<file path="src/rtl/core/nibble_run_length_encoder_defines.svh">
// ----------------------------------------------------------------------------
// nibble_run_length_encoder_defines.svh
// Assertion macros for the nibble run-length encoder.
// ----------------------------------------------------------------------------
`ifndef NIBBLE_RUN_LENGTH_ENCODER_DEFINES_SVH
`define NIBBLE_RUN_LENGTH_ENCODER_DEFINES_SVH

`ifndef SYNTHESIS
// Property must hold at every clock edge out of reset.
`define NRLE_ASSERT(lbl, prop, msg) \
  lbl: assert property (@(posedge clk_i) disable iff (!rst_ni) (prop)) else $error(msg);
// Condition in one cycle implies a condition in the next.
`define NRLE_ASSERT_NEXT(lbl, pre, post, msg) \
  lbl: assert property (@(posedge clk_i) disable iff (!rst_ni) (pre) |=> (post)) \
    else $error(msg);
`else
`define NRLE_ASSERT(lbl, prop, msg)
`define NRLE_ASSERT_NEXT(lbl, pre, post, msg)
`endif

`endif

</file>
<file path="src/rtl/core/nrle_pkg.sv">
// ----------------------------------------------------------------------------
// nrle_pkg
// Shared types and constants of the nibble run-length encoder.
// ----------------------------------------------------------------------------
package nrle_pkg;

  // Longest run before it is forced to end; length minus two fits a nybble.
  localparam int unsigned MaxRunLen  = 17;
  localparam int unsigned QueueDepth = 2;

  localparam logic KindData  = 1'b0;
  localparam logic KindFlush = 1'b1;

  // Up to two packed bytes produced by one input transaction.
  typedef struct packed {
    logic [7:0] byte0;
    logic [7:0] byte1;
    logic       two;    // byte1 is valid
    logic       flush;  // final byte carries the last marker
  } entry_t;

  typedef struct packed {
    logic full;
    logic empty;
  } q_status_t;

endpackage

</file>
<file path="src/rtl/core/nrle_if.sv">
// ----------------------------------------------------------------------------
// nrle_if
// Valid/ready channels of the nibble run-length encoder.
// ----------------------------------------------------------------------------
interface nrle_in_if;
  logic       valid;
  logic       ready;
  logic       kind;
  logic [3:0] data_nybble;

  modport source (output valid, output kind, output data_nybble, input ready);
  modport sink   (input valid, input kind, input data_nybble, output ready);
endinterface

interface nrle_out_if;
  logic       valid;
  logic       ready;
  logic [7:0] out_byte;
  logic       last_byte;

  modport source (output valid, output out_byte, output last_byte, input ready);
  modport sink   (input valid, input out_byte, input last_byte, output ready);
endinterface

</file>
<file path="src/rtl/core/nrle_front.sv">
// ----------------------------------------------------------------------------
// nrle_front
// Tracks the current run and the held nybble, and turns each input
// transaction into zero, one or two packed bytes.
// ----------------------------------------------------------------------------
module nrle_front (
  input  logic            clk_i,
  input  logic            rst_ni,
  input  logic            valid_i,
  input  logic            kind_i,
  input  logic [3:0]      data_nybble_i,
  input  logic            full_i,
  output logic            ready_o,
  output logic            push_o,
  output nrle_pkg::entry_t entry_o
);
  import nrle_pkg::*;

  logic [3:0] run_value_q, run_value_d;
  logic [4:0] run_length_q, run_length_d;
  logic [3:0] held_nybble_q, held_nybble_d;
  logic       held_valid_q, held_valid_d;

  logic       is_flush;
  logic       end_run;
  logic       finishing;
  logic [3:0] s [3];
  logic [1:0] k;
  logic [2:0] cnt;
  logic [3:0] lst [5];
  logic       accept;
  logic [4:0] len_m2;

  assign ready_o = !full_i;
  assign accept  = valid_i && ready_o;
  assign is_flush = (kind_i == KindFlush);
  assign len_m2  = run_length_q - 5'd2;

  always_comb begin
    end_run   = is_flush || (data_nybble_i != run_value_q) ||
                (run_length_q >= 5'(MaxRunLen));
    finishing = end_run && (run_length_q != 5'd0);

    s[0] = 4'd0;
    s[1] = 4'd0;
    s[2] = 4'd0;
    k    = 2'd0;
    if (finishing) begin
      s[0] = run_value_q;
      k    = 2'd1;
      if (run_length_q > 5'd1) begin
        s[1] = run_value_q;
        k    = 2'd2;
        if (run_length_q == 5'd2 && !is_flush) begin
          k = 2'd3;  // non-final pair gets a zero marker
        end else if (run_length_q > 5'd2) begin
          s[2] = len_m2[3:0];
          k    = 2'd3;
        end
      end
    end

    cnt = {2'b00, held_valid_q} + {1'b0, k};
    // flush pads an odd nybble with zero; the list is already zero there
    if (is_flush && cnt[0]) begin
      cnt = cnt + 3'd1;
    end

    if (held_valid_q) begin
      lst[0] = held_nybble_q;
      lst[1] = s[0];
      lst[2] = s[1];
      lst[3] = s[2];
    end else begin
      lst[0] = s[0];
      lst[1] = s[1];
      lst[2] = s[2];
      lst[3] = 4'd0;
    end
    lst[4] = 4'd0;
  end

  always_comb begin
    run_value_d   = run_value_q;
    run_length_d  = run_length_q;
    held_nybble_d = held_nybble_q;
    held_valid_d  = held_valid_q;
    if (accept) begin
      if (is_flush) begin
        run_length_d = 5'd0;
      end else begin
        run_value_d  = data_nybble_i;
        run_length_d = finishing ? 5'd1 : run_length_q + 5'd1;
      end
      held_valid_d = cnt[0];
      unique case (cnt)
        3'd1:    held_nybble_d = lst[0];
        3'd3:    held_nybble_d = lst[2];
        3'd5:    held_nybble_d = lst[4];
        default: held_nybble_d = held_nybble_q;
      endcase
    end
  end

  always_comb begin
    entry_o.byte0 = {lst[1], lst[0]};
    entry_o.byte1 = {lst[3], lst[2]};
    entry_o.two   = (cnt[2:1] == 2'd2);
    entry_o.flush = is_flush;
    push_o        = accept && (cnt[2:1] != 2'd0);
  end

  always_ff @(posedge clk_i or negedge rst_ni) begin
    if (!rst_ni) begin
      run_value_q   <= 4'd0;
      run_length_q  <= 5'd0;
      held_nybble_q <= 4'd0;
      held_valid_q  <= 1'b0;
    end else begin
      run_value_q   <= run_value_d;
      run_length_q  <= run_length_d;
      held_nybble_q <= held_nybble_d;
      held_valid_q  <= held_valid_d;
    end
  end

endmodule

</file>
<file path="src/rtl/core/nrle_queue.sv">
// ----------------------------------------------------------------------------
// nrle_queue
// Short register queue of byte entries between front and back.
// ----------------------------------------------------------------------------
module nrle_queue #(
  parameter int unsigned Depth = nrle_pkg::QueueDepth
) (
  input  logic               clk_i,
  input  logic               rst_ni,
  input  logic               push_i,
  input  nrle_pkg::entry_t   entry_i,
  input  logic               pop_i,
  output nrle_pkg::entry_t   head_o,
  output nrle_pkg::q_status_t status_o
);
  import nrle_pkg::*;

  localparam int unsigned IdxW = (Depth > 1) ? $clog2(Depth) : 1;
  localparam int unsigned CntW = $clog2(Depth + 1);

  entry_t            mem_q [Depth];
  logic [IdxW-1:0]   wr_ptr_q, wr_ptr_d;
  logic [IdxW-1:0]   rd_ptr_q, rd_ptr_d;
  logic [CntW-1:0]   count_q, count_d;
  logic              do_push, do_pop;

  assign status_o.full  = (count_q == CntW'(Depth));
  assign status_o.empty = (count_q == '0);
  assign do_push = push_i && !status_o.full;
  assign do_pop  = pop_i && !status_o.empty;
  assign head_o  = mem_q[rd_ptr_q];

  always_comb begin
    wr_ptr_d = wr_ptr_q;
    rd_ptr_d = rd_ptr_q;
    count_d  = count_q;
    if (do_push) begin
      wr_ptr_d = (wr_ptr_q == IdxW'(Depth - 1)) ? '0 : wr_ptr_q + 1'b1;
    end
    if (do_pop) begin
      rd_ptr_d = (rd_ptr_q == IdxW'(Depth - 1)) ? '0 : rd_ptr_q + 1'b1;
    end
    if (do_push && !do_pop) begin
      count_d = count_q + 1'b1;
    end else if (do_pop && !do_push) begin
      count_d = count_q - 1'b1;
    end
  end

  always_ff @(posedge clk_i) begin
    if (do_push) begin
      mem_q[wr_ptr_q] <= entry_i;
    end
  end

  always_ff @(posedge clk_i or negedge rst_ni) begin
    if (!rst_ni) begin
      wr_ptr_q <= '0;
      rd_ptr_q <= '0;
      count_q  <= '0;
    end else begin
      wr_ptr_q <= wr_ptr_d;
      rd_ptr_q <= rd_ptr_d;
      count_q  <= count_d;
    end
  end

endmodule

</file>
<file path="src/rtl/core/nrle_back.sv">
// ----------------------------------------------------------------------------
// nrle_back
// Sends the bytes of the head queue entry, one per output transaction.
// ----------------------------------------------------------------------------
module nrle_back (
  input  logic                clk_i,
  input  logic                rst_ni,
  input  nrle_pkg::entry_t    head_i,
  input  nrle_pkg::q_status_t status_i,
  output logic                pop_o,
  output logic                valid_o,
  input  logic                ready_i,
  output logic [7:0]          out_byte_o,
  output logic                last_byte_o
);
  import nrle_pkg::*;

  logic sel_q, sel_d;
  logic fire;

  assign valid_o     = !status_i.empty;
  assign fire        = valid_o && ready_i;
  assign out_byte_o  = sel_q ? head_i.byte1 : head_i.byte0;
  assign last_byte_o = head_i.flush && (sel_q || !head_i.two);
  assign pop_o       = fire && (sel_q || !head_i.two);

  always_comb begin
    sel_d = sel_q;
    if (fire) begin
      sel_d = head_i.two && !sel_q;
    end
  end

  always_ff @(posedge clk_i or negedge rst_ni) begin
    if (!rst_ni) begin
      sel_q <= 1'b0;
    end else begin
      sel_q <= sel_d;
    end
  end

endmodule

</file>
<file path="src/rtl/core/nibble_run_length_encoder.sv">
// ----------------------------------------------------------------------------
// nibble_run_length_encoder
// Run-length encodes a stream of nybbles and packs the code into bytes.
// ----------------------------------------------------------------------------
//  channel  dir  payload                 transaction
//  in_i     in   kind, data_nybble       valid && ready
//  out_o    out  out_byte, last_byte     valid && ready
//
//  One input transaction per cycle while the queue has room; the output
//  sends one byte per cycle while out_o.ready is high, so an item that ends
//  a run with two bytes takes two output transactions. Entries are queued
//  in registers before they are sent. Reset clears run state and empties
//  the queue. Input ready drops only when the entry queue is full.
// ----------------------------------------------------------------------------
`include "nibble_run_length_encoder_defines.svh"

module nibble_run_length_encoder #(
  parameter int unsigned QUEUE_DEPTH = nrle_pkg::QueueDepth
) (
  input  logic        clk_i,
  input  logic        rst_ni,
  nrle_in_if.sink     in_i,
  nrle_out_if.source  out_o
);
  import nrle_pkg::*;

  entry_t    push_entry;
  entry_t    head;
  q_status_t q_stat;
  logic      push;
  logic      pop;

  nrle_front u_front (
    .clk_i         (clk_i),
    .rst_ni        (rst_ni),
    .valid_i       (in_i.valid),
    .kind_i        (in_i.kind),
    .data_nybble_i (in_i.data_nybble),
    .full_i        (q_stat.full),
    .ready_o       (in_i.ready),
    .push_o        (push),
    .entry_o       (push_entry)
  );

  nrle_queue #(
    .Depth (QUEUE_DEPTH)
  ) u_queue (
    .clk_i    (clk_i),
    .rst_ni   (rst_ni),
    .push_i   (push),
    .entry_i  (push_entry),
    .pop_i    (pop),
    .head_o   (head),
    .status_o (q_stat)
  );

  nrle_back u_back (
    .clk_i       (clk_i),
    .rst_ni      (rst_ni),
    .head_i      (head),
    .status_i    (q_stat),
    .pop_o       (pop),
    .valid_o     (out_o.valid),
    .ready_i     (out_o.ready),
    .out_byte_o  (out_o.out_byte),
    .last_byte_o (out_o.last_byte)
  );

  `NRLE_ASSERT(a_no_overflow, !(push && q_stat.full), "push into full queue")
  `NRLE_ASSERT(a_no_underflow, !(pop && q_stat.empty), "pop from empty queue")
  `NRLE_ASSERT_NEXT(a_push_lands, push && !pop, !q_stat.empty, "pushed entry lost")

endmodule

</file>
<file path="src/flat_wrapper.sv">
// flat-port wrapper written by rule: the top's interface ports become plain ports
module nibble_run_length_encoder_flat import nrle_pkg::*;
#(
  parameter int unsigned QUEUE_DEPTH = nrle_pkg::QueueDepth
)
  (clk_i, rst_ni, in_i_valid, in_i_kind, in_i_data_nybble, in_i_ready, out_o_valid, out_o_out_byte, out_o_last_byte, out_o_ready);
  nrle_in_if in_i_i ();
  nrle_out_if out_o_i ();
  input  logic clk_i;
  input  logic rst_ni;
  input wire logic [$bits(in_i_i.valid)-1:0] in_i_valid;
  input wire logic [$bits(in_i_i.kind)-1:0] in_i_kind;
  input wire logic [$bits(in_i_i.data_nybble)-1:0] in_i_data_nybble;
  output wire logic [$bits(in_i_i.ready)-1:0] in_i_ready;
  output wire logic [$bits(out_o_i.valid)-1:0] out_o_valid;
  output wire logic [$bits(out_o_i.out_byte)-1:0] out_o_out_byte;
  output wire logic [$bits(out_o_i.last_byte)-1:0] out_o_last_byte;
  input wire logic [$bits(out_o_i.ready)-1:0] out_o_ready;
  assign in_i_i.valid = in_i_valid;
  assign in_i_i.kind = in_i_kind;
  assign in_i_i.data_nybble = in_i_data_nybble;
  assign in_i_ready = in_i_i.ready;
  assign out_o_valid = out_o_i.valid;
  assign out_o_out_byte = out_o_i.out_byte;
  assign out_o_last_byte = out_o_i.last_byte;
  assign out_o_i.ready = out_o_ready;
  nibble_run_length_encoder #(.QUEUE_DEPTH(QUEUE_DEPTH)) u_core (.clk_i(clk_i), .rst_ni(rst_ni), .in_i(in_i_i), .out_o(out_o_i));
endmodule
</file>
<file path="config.mk">
export PLATFORM = sky130hd
export DESIGN_NAME = nibble_run_length_encoder_flat
export DESIGN_NICKNAME = d
export VERILOG_FILES = /design/src/rtl/core/nrle_pkg.sv /design/src/rtl/core/nrle_if.sv /design/src/rtl/core/nrle_front.sv /design/src/rtl/core/nrle_queue.sv /design/src/rtl/core/nrle_back.sv /design/src/rtl/core/nibble_run_length_encoder.sv /design/src/flat_wrapper.sv
export VERILOG_INCLUDE_DIRS = /design/src /design/src/rtl/core
export SDC_FILE = /design/constraint.sdc
export NUM_CORES = 1
export LEC_CHECK = 0
export ABC_CLOCK_PERIOD_IN_PS = 8900
export BUFFER_PORTS_ARGS = -buffer_cell sky130_fd_sc_hd__buf_2
export CORE_ASPECT_RATIO = 2
export CORE_MARGIN = 2
export CORE_UTILIZATION = 35
export CTS_BUF_LIST = sky130_fd_sc_hd__clkbuf_16
export CTS_CLUSTER_SIZE = 10
export DETAILED_ROUTE_END_ITERATION = 7
export PLACE_DENSITY = 0.63
export SYNTH_ARGS = -nofsm -noshare
export SYNTH_HDL_FRONTEND = slang
export SYNTH_SLANG_ARGS = --single-unit
</file>
<file path="constraint.sdc">
create_clock -name clk_i -period 8.9 [get_ports clk_i]
set_clock_uncertainty 0.15 [all_clocks]
set_input_delay 1.78 -clock clk_i [delete_from_list [all_inputs] [get_ports clk_i]]
set_output_delay 1.78 -clock clk_i [all_outputs]
set_load 0.005 [all_outputs]
</file>
**Word-level counts from Yosys, hierarchy flattened**

Memories as Yosys holds them, arrays and structs flattened.
Cells that the tools add are included.

- Register bits after elaboration: 19
- Latch bits: 0
- Memory bits (writable): 36
- Bits in read-only memories: 0
- Input bits: 9
- Output and inout port bits: 11
- Word-level logic and storage cells: 78
- Memories kept: 1

- Add/subtract/negate cells: 8
- $mul: 0
- Div/mod/pow operators: 0
- Order comparisons: 3
- Equality and inequality tests: 7
- Shift-type cells: 0
- Muxes and demuxes: 20
- Bitwise logic cells: 1
- Reduce and logical (&&, ||, !) cells: 30

Memories:

| name | depth | bits a word | rd ports | clocked after memory_dff | wr ports | RTL line | source |
|---|---|---|---|---|---|---|---|
| u_core.u_queue.mem_q | 2 | 18 | 1 | 0 | 1 | nrle_queue.sv:21 | `entry_t mem_q [Depth];` |

Operators with widths:

| cell | count |
|---|---|
| two-way mux 16 bit | 1 |
| two-way mux 8 bit | 2 |
| logical AND 1 bit | 13 |
| two-way mux 12 bit | 1 |
| one-hot mux 4 bit (3 select lines) | 1 |
| two-way mux 5 bit | 2 |
| two-way mux 2 bit | 4 |
| two-way mux 4 bit | 2 |
| zero test 1 bit | 7 |
| two-way mux 1 bit | 6 |
| adder 5 x 1 -> 5 bit (second input constant) | 1 |
| equality test 5 x 2 -> 1 bit (second input constant) | 1 |
| greater-or-equal comparator 5 bit (second input constant) | 1 |
| greater-than comparator 5 x 1 -> 1 bit (second input constant) | 1 |
| greater-than comparator 5 x 2 -> 1 bit (second input constant) | 1 |
| nonzero test 5 bit | 1 |
| equality test 2 bit (second input constant) | 2 |
| != test 4 bit | 1 |
| AND reduction 2 bit | 2 |
| nonzero test 2 bit | 2 |
| subtractor 4 x 2 -> 4 bit (second input constant) | 1 |
| adder 1 x 2 -> 3 bit | 1 |
| adder 3 x 1 -> 3 bit (second input constant) | 1 |
| equality test 3 x 1 -> 1 bit (second input constant) | 1 |
| other kinds (10) | 13 |

**Logic depth before layout (Yosys ltp)**

- Word-level depth: 15
- Gate-level depth with buffers: 16
- Gate-level depth less buffers: 16

**Hierarchy**

Synthesis repeated with hierarchy kept, for this count alone.

- Cell total of the unflattened synthesis: 238
- Area total of the unflattened synthesis: 2941.6 µm²

By module, submodules not included:

| module | instances | cells each | area each (µm²) | seq. area each (µm²) |
|---|---|---|---|---|
| nrle_queue | 1 | 75 | 1545.2 | 1181.1 |
| nrle_front | 1 | 147 | 1217.4 | 350.3 |
| nrle_back | 1 | 16 | 178.9 | 25.0 |

**Least setup slack after synthesis**

No wires, ideal clock.

- Kind: in2reg
- Start point: in in_i_data_nybble[1]
- End point: mem u_core.u_queue.mem_q[0][0] (netlist name), enable pin
- Setup time: 0.393 ns
- Arrival: 4.512 ns
- Required time: 8.357 ns
- Path slack: 3.845 ns
- Cell stages on the path: 10
- Buffers on the path: 0
- Cells stage by stage: xnor2_1 -> nand3_1 -> o31ai_4 -> a31oi_1 -> ha_1 -> inv_1 -> fa_1 -> nand3_1 -> o311ai_0 -> nor2_1

- Cells in the longest elaborated chain, start to end: 13
- Elaborated cells on any way between the ends: 14
- Classes of those cells: add/sub: 2; eq/ne: 1; mux: 4; reduce/logical: 7

RTL lines:

| what | RTL line | source |
|---|---|---|
| start, declared | flat_wrapper.sv:13 | `input wire logic [$bits(in_i_i.data_nybble)-1:0] in_i_data_nybble;` |
| != test 4 bit * | nrle_front.sv:40 | `end_run = is_flush \|\| (data_nybble_i != run_value_q) \|\|` |
| logical OR 1 bit * (2 in series) | nrle_front.sv:40 |  |
| logical AND 1 bit * | nrle_front.sv:42 | `finishing = end_run && (run_length_q != 5'd0);` |
| two-way mux 2 bit * | nrle_front.sv:48 | `if (finishing) begin` |
| adder 1 x 2 -> 3 bit * | nrle_front.sv:63 | `cnt = {2'b00, held_valid_q} + {1'b0, k};` |
| adder 3 x 1 -> 3 bit or logical AND 1 bit (tied branches) | nrle_front.sv:66, nrle_front.sv:65 |  |
| two-way mux 3 bit * | nrle_front.sv:65 | `if (is_flush && cnt[0]) begin` |
| nonzero test 2 bit * | nrle_front.sv:110 | `push_o = accept && (cnt[2:1] != 2'd0);` |
| logical AND 1 bit * | nrle_front.sv:110 |  |
| logical AND 1 bit * | nrle_queue.sv:29 | `assign do_push = push_i && !status_o.full;` |
| two-way mux 1 bit * | nrle_queue.sv:51 | `if (do_push) begin` |
| two-way mux 1 bit (not written as such) * | nrle_queue.sv:52 | `mem_q[wr_ptr_q] <= entry_i;` |
| end, declared | nrle_queue.sv:21 |  |

Every way passes the cells marked *; elsewhere a longest branch is shown, timed or not.

**Worst setup path in the final report**

- Start point: in in_i_data_nybble[3]
- End point: mem u_core.u_queue.mem_q[1][4] (netlist name), enable pin

- Cells in the longest elaborated chain, start to end: 13
- Elaborated cells on any way between the ends: 14
- Classes of those cells: add/sub: 2; eq/ne: 1; mux: 4; reduce/logical: 7

RTL lines:

| what | RTL line | source |
|---|---|---|
| != test 4 bit * | nrle_front.sv:40 |  |
| logical OR 1 bit * (2 in series) | nrle_front.sv:40 |  |
| logical AND 1 bit * | nrle_front.sv:42 |  |
| two-way mux 2 bit * | nrle_front.sv:48 |  |
| adder 1 x 2 -> 3 bit * | nrle_front.sv:63 |  |
| adder 3 x 1 -> 3 bit or logical AND 1 bit (tied branches) | nrle_front.sv:66, nrle_front.sv:65 |  |
| two-way mux 3 bit * | nrle_front.sv:65 |  |
| nonzero test 2 bit * | nrle_front.sv:110 |  |
| logical AND 1 bit * | nrle_front.sv:110 |  |
| logical AND 1 bit * | nrle_queue.sv:29 |  |
| named net u_core.u_queue.do_push | nrle_queue.sv:25 | `logic do_push, do_pop;` |
| two-way mux 1 bit * | nrle_queue.sv:51 |  |
| two-way mux 1 bit (not written as such) * | nrle_queue.sv:52 |  |

Mark *: on every way through the listed nets, which the timed path passes. The rest lies on a longest branch.

==> summary.md <==
| Metric | Value |
|---|---|
| Vias in the first global route | `1790` |
| Initial DRC count | `58` |
| Worst setup margin | `3780 ps` |
| Max Clk Rate | `195 MHz` |
| Final core occ | `40.7%` |
| Area grow syn2layout | `13.7%` |
| Die X | `66.1 µm` |
| Cts bufs inserted | `5` |
| TritonRoute pass-1 iters | `4` |
| Main synth FF type | `edfxtp_1` |
| Slew HR | `46.2%` |
| Nets | `257` |
| Via count | `1714` |
| # setup viols final | `0` |
| # rows | `45` |
| Fraction of final layout cells sized beyond drive strength 1 | `18.8%` |
| Post-place setup slack | `3400 ps` |
| Crit-path cells | `buf_2 -> xnor2_1 -> nand3_1 -> o31ai_4 -> a31oi_1 -> ha_1 -> inv_1 -> fa_1 -> nand3_1 -> o311ai_0 -> inv_1 -> and2_1` |
| DRC errors left | `0` |
| CTS max path bufs | `2` |
| Final hold vios | `0` |
| FF+latch area | `0.00156 mm²` |
| Critical Path AT | `4900 ps` |
| Slew Limit Fails | `0` |
| Die Y | `128 µm` |
| Syn Area/Cell | `12.4 µm²` |
| H-tree levels | `2` |
| Main combinational cell family by area after synthesis | `simple AND/OR/NAND/NOR gates` |
| Largest net degree at the start of global routing | `22` |
| Port buffer count | `19` |
| Worst reg-to-reg setup slack | `4400 ps` |
| Syn_nets | `236` |
| Leak pwr | `1.19 nW` |
| Tot Pwr | `0.00118 W` |
| Dpl cells | `325` |
| Clock Root Buffer | `clkbuf_16` |
| RePlAce Congestion | `0.819` |
| Hold_buf cts | `0` |
| Post-Synth Simple-Gate Area | `12.1%` |
| WL final | `5200 µm` |
| Gate Count Post-Synth | `217` |
| Worst-Margin Slew | `807 ps` |
| Final Critical Period | `5120 ps` |
| Pwr per Cell Area | `383 mW/mm²` |
| WS Path Type | `primary input to register` |
| CTS sink cnt | `55` |
| Mux cell area share after synthesis | `8.29%` |
| FF+latch count, synth | `55` |
| Critical path capture point type | `register` |
| Inserted Diodes | `0` |
| Io pins | `20` |
| Netlist cell types | `46` |
| Post-DP HPWL | `4130 µm` |
| Antenna viol nets, final | `0` |
| CP Launch Type | `primary input` |
| Max-Cap Viols | `0` |
| Die Area | `0.00848 mm²` |
| CP max stage cell | `and2_1` |
| HP Class | `register to register` |
| Clock transition at path regs | `70 ps` |
| Area of the multi-input gates | `0.00106 mm²` |
| Xor/xnor cell area share of the yosys netlist | `2.92%` |
| Post-synth EDFFs | `36` |
| RSZ-0062 raised after global routing | `false` |
| Worst-path maximum fanout | `18` |
| Post-synthesis compound-gate area fraction | `11.0%` |
| Non-filler cells, final | `333` |
| Status | `completed` |
| Setup TNS | `0 ps` |
| Worst-Skew Late Latency | `290 ps` |
| # resized after CTS | `0` |
| Synthesis Warnings | `0` |
| Peak supply drop | `137 µV` |
| Routed WL per cell | `15.6 µm` |
| Postcts setup bufs | `0` |
| Post-synthesis sequential area ratio | `57.6%` |
| CTS tree | `built` |
| Starting Density | `35.8%` |
| WP data required | `8670 ps` |
| First-pass GRT wire length | `8460 µm` |
| Crit share post-route | `57.6%` |
| Core Region | `0.00754 mm²` |
| Buf+Inv Stages, Crit Path | `3` |
| Top Family by Delay on Critical Path | `simple AND/OR/NAND/NOR gates` |
| Gr usage total | `13.5%` |
| Fillers | `746` |
| Post-Synth Adder-Cell Area | `4.91%` |
| Gr ovfl total | `0` |
| Crit-path max cell delay | `660 ps` |
| Antenna violations before repair | `0` |
| Post-Synthesis Cell Area | `0.00270 mm²` |
| Ys async rst share | `34.5%` |
| Vias/cell | `5.15` |
-- final timing paths --
| kind | startpoint | to | cells past startpoint |
|---|---|---|---|
| max in group asynchronous | rst_ni | u_core.u_front.held_nybble_q[2] | 1 |
| setup reg to reg | u_core.u_front.run_length_q[2] | u_core.u_queue.mem_q[1][4] | 13 |
| min in group asynchronous | rst_ni | u_core.u_queue.count_q[1] | 1 |
| hold reg to reg | u_core.u_queue.count_q[1] | u_core.u_queue.count_q[1] | 1 |
| setup / recovery | in_i_data_nybble[3] | u_core.u_queue.mem_q[1][4] | 12 |
| hold / removal | u_core.u_queue.count_q[1] | u_core.u_queue.count_q[1] | 1 |
-- registers in the layout (all words and copies together), names as in the netlist --
name                          flops
u_core.u_front.run_length_q       5
u_core.u_queue.mem_q             36
u_core.u_queue.count_q            2
u_core.u_front.held_valid_q       1
u_core.u_back.sel_q               1
u_core.u_front.held_nybble_q      4
u_core.u_queue.wr_ptr_q           1
u_core.u_front.run_value_q        4
u_core.u_queue.rd_ptr_q           1
-- cells in the final DEF, fill, tap and decap left out, types with 3 or more instances in the layout --
cell       synthesis  layout
a21oi_1            4       4
and2_1             8       8
buf_2              1      19
clkbuf_16          0       5
dfrtp_1           19      19
edfxtp_1          36      36
ha_1               9       9
inv_1             16      16
mux2_2             3       3
mux4_2             8       8
nand2_1           20      20
nand2b_1           5       5
nand3_1            6       6
nor2_1            17      17
nor3_1             3       3
o21a_1             5       5
o21ai_0           11      11
xnor2_1            7       7
-- layout make-up --
class | instances | area share [%]
sequential | 55 | 50.7
clock buffer | 5 | 4.07
timing repair buffer | 20 | 3.34
clock inverter | 3 | 1.55
multi-input combinational | 140 | 34.6
inverter | 16 | 1.96
tap | 94 | 3.83
-- through the flow --
stage               cell area [µm²]  hold slack, ps
CTS                            3070             339
detailed placement             2900             328
global placement               2900             320
finish                         3070             339
floorplan                      2700             306
global route                   3070             363
-- logic make-up (layout without fill, tap and decap cells) --
kind of cell	Yosys count	in the layout
muxes	12	12
AOI/OAI and AO/OA	41	41
xor gates and xnor gates	9	9
DFF	55	55
and+or+nand+nor	68	68
adders and majority gates	10	10
buffers and inverters	22	44
-- worst reg2reg max path: cells and delay by family, from the launching register on --
kind	cells	cell delay [ps]
compound gates	4	1220
fa+ha+maj	3	1100
simple gates	2	740
buf+inv	4	490
flops	1	420
-- where the power goes --
group	internal [W]	switching (W)	leakage, nW
sequential	0.000383	0.0000754	0.576
combinational	0.000219	0.000278	0.531
clock	0.000134	0.0000874	0.0844
total	0.000736	0.000441	1.19
-- synthesized netlist by cell type (all sizes together) (2+ instances only) --
library cell   n  area [µm²]
o221ai         2        17.5
nand2b         5        31.3
buf            3        12.5
nand3          6        30.0
o31a           2        18.8
a21oi          4        20.0
a32oi          2        17.5
o22ai          2        12.5
xor2           2        17.5
nor2          17        63.8
dfrtp         19         475
nor2b          2        12.5
mux4           8         180
o21ai         12        60.1
mux2           3        33.8
xnor2          7        61.3
inv           16        60.1
nor3           3        15.0
ha             9         113
nand2         20        75.1
and2           8        50.1
a31oi          2        12.5
o21a           5        37.5
edfxtp        36        1080
clkbuf         3        11.3
or2            2        12.5
-- layer usage --
metal / share of wire, % / GRT usage [%]
met5: 0 / 0
met4: 4.3 / 8.40
met3: 2.4 / 2.72
met2: 60 / 26.4
met1: 33 / 11.6
Note: power is estimated with default switching activity, not from simulation.
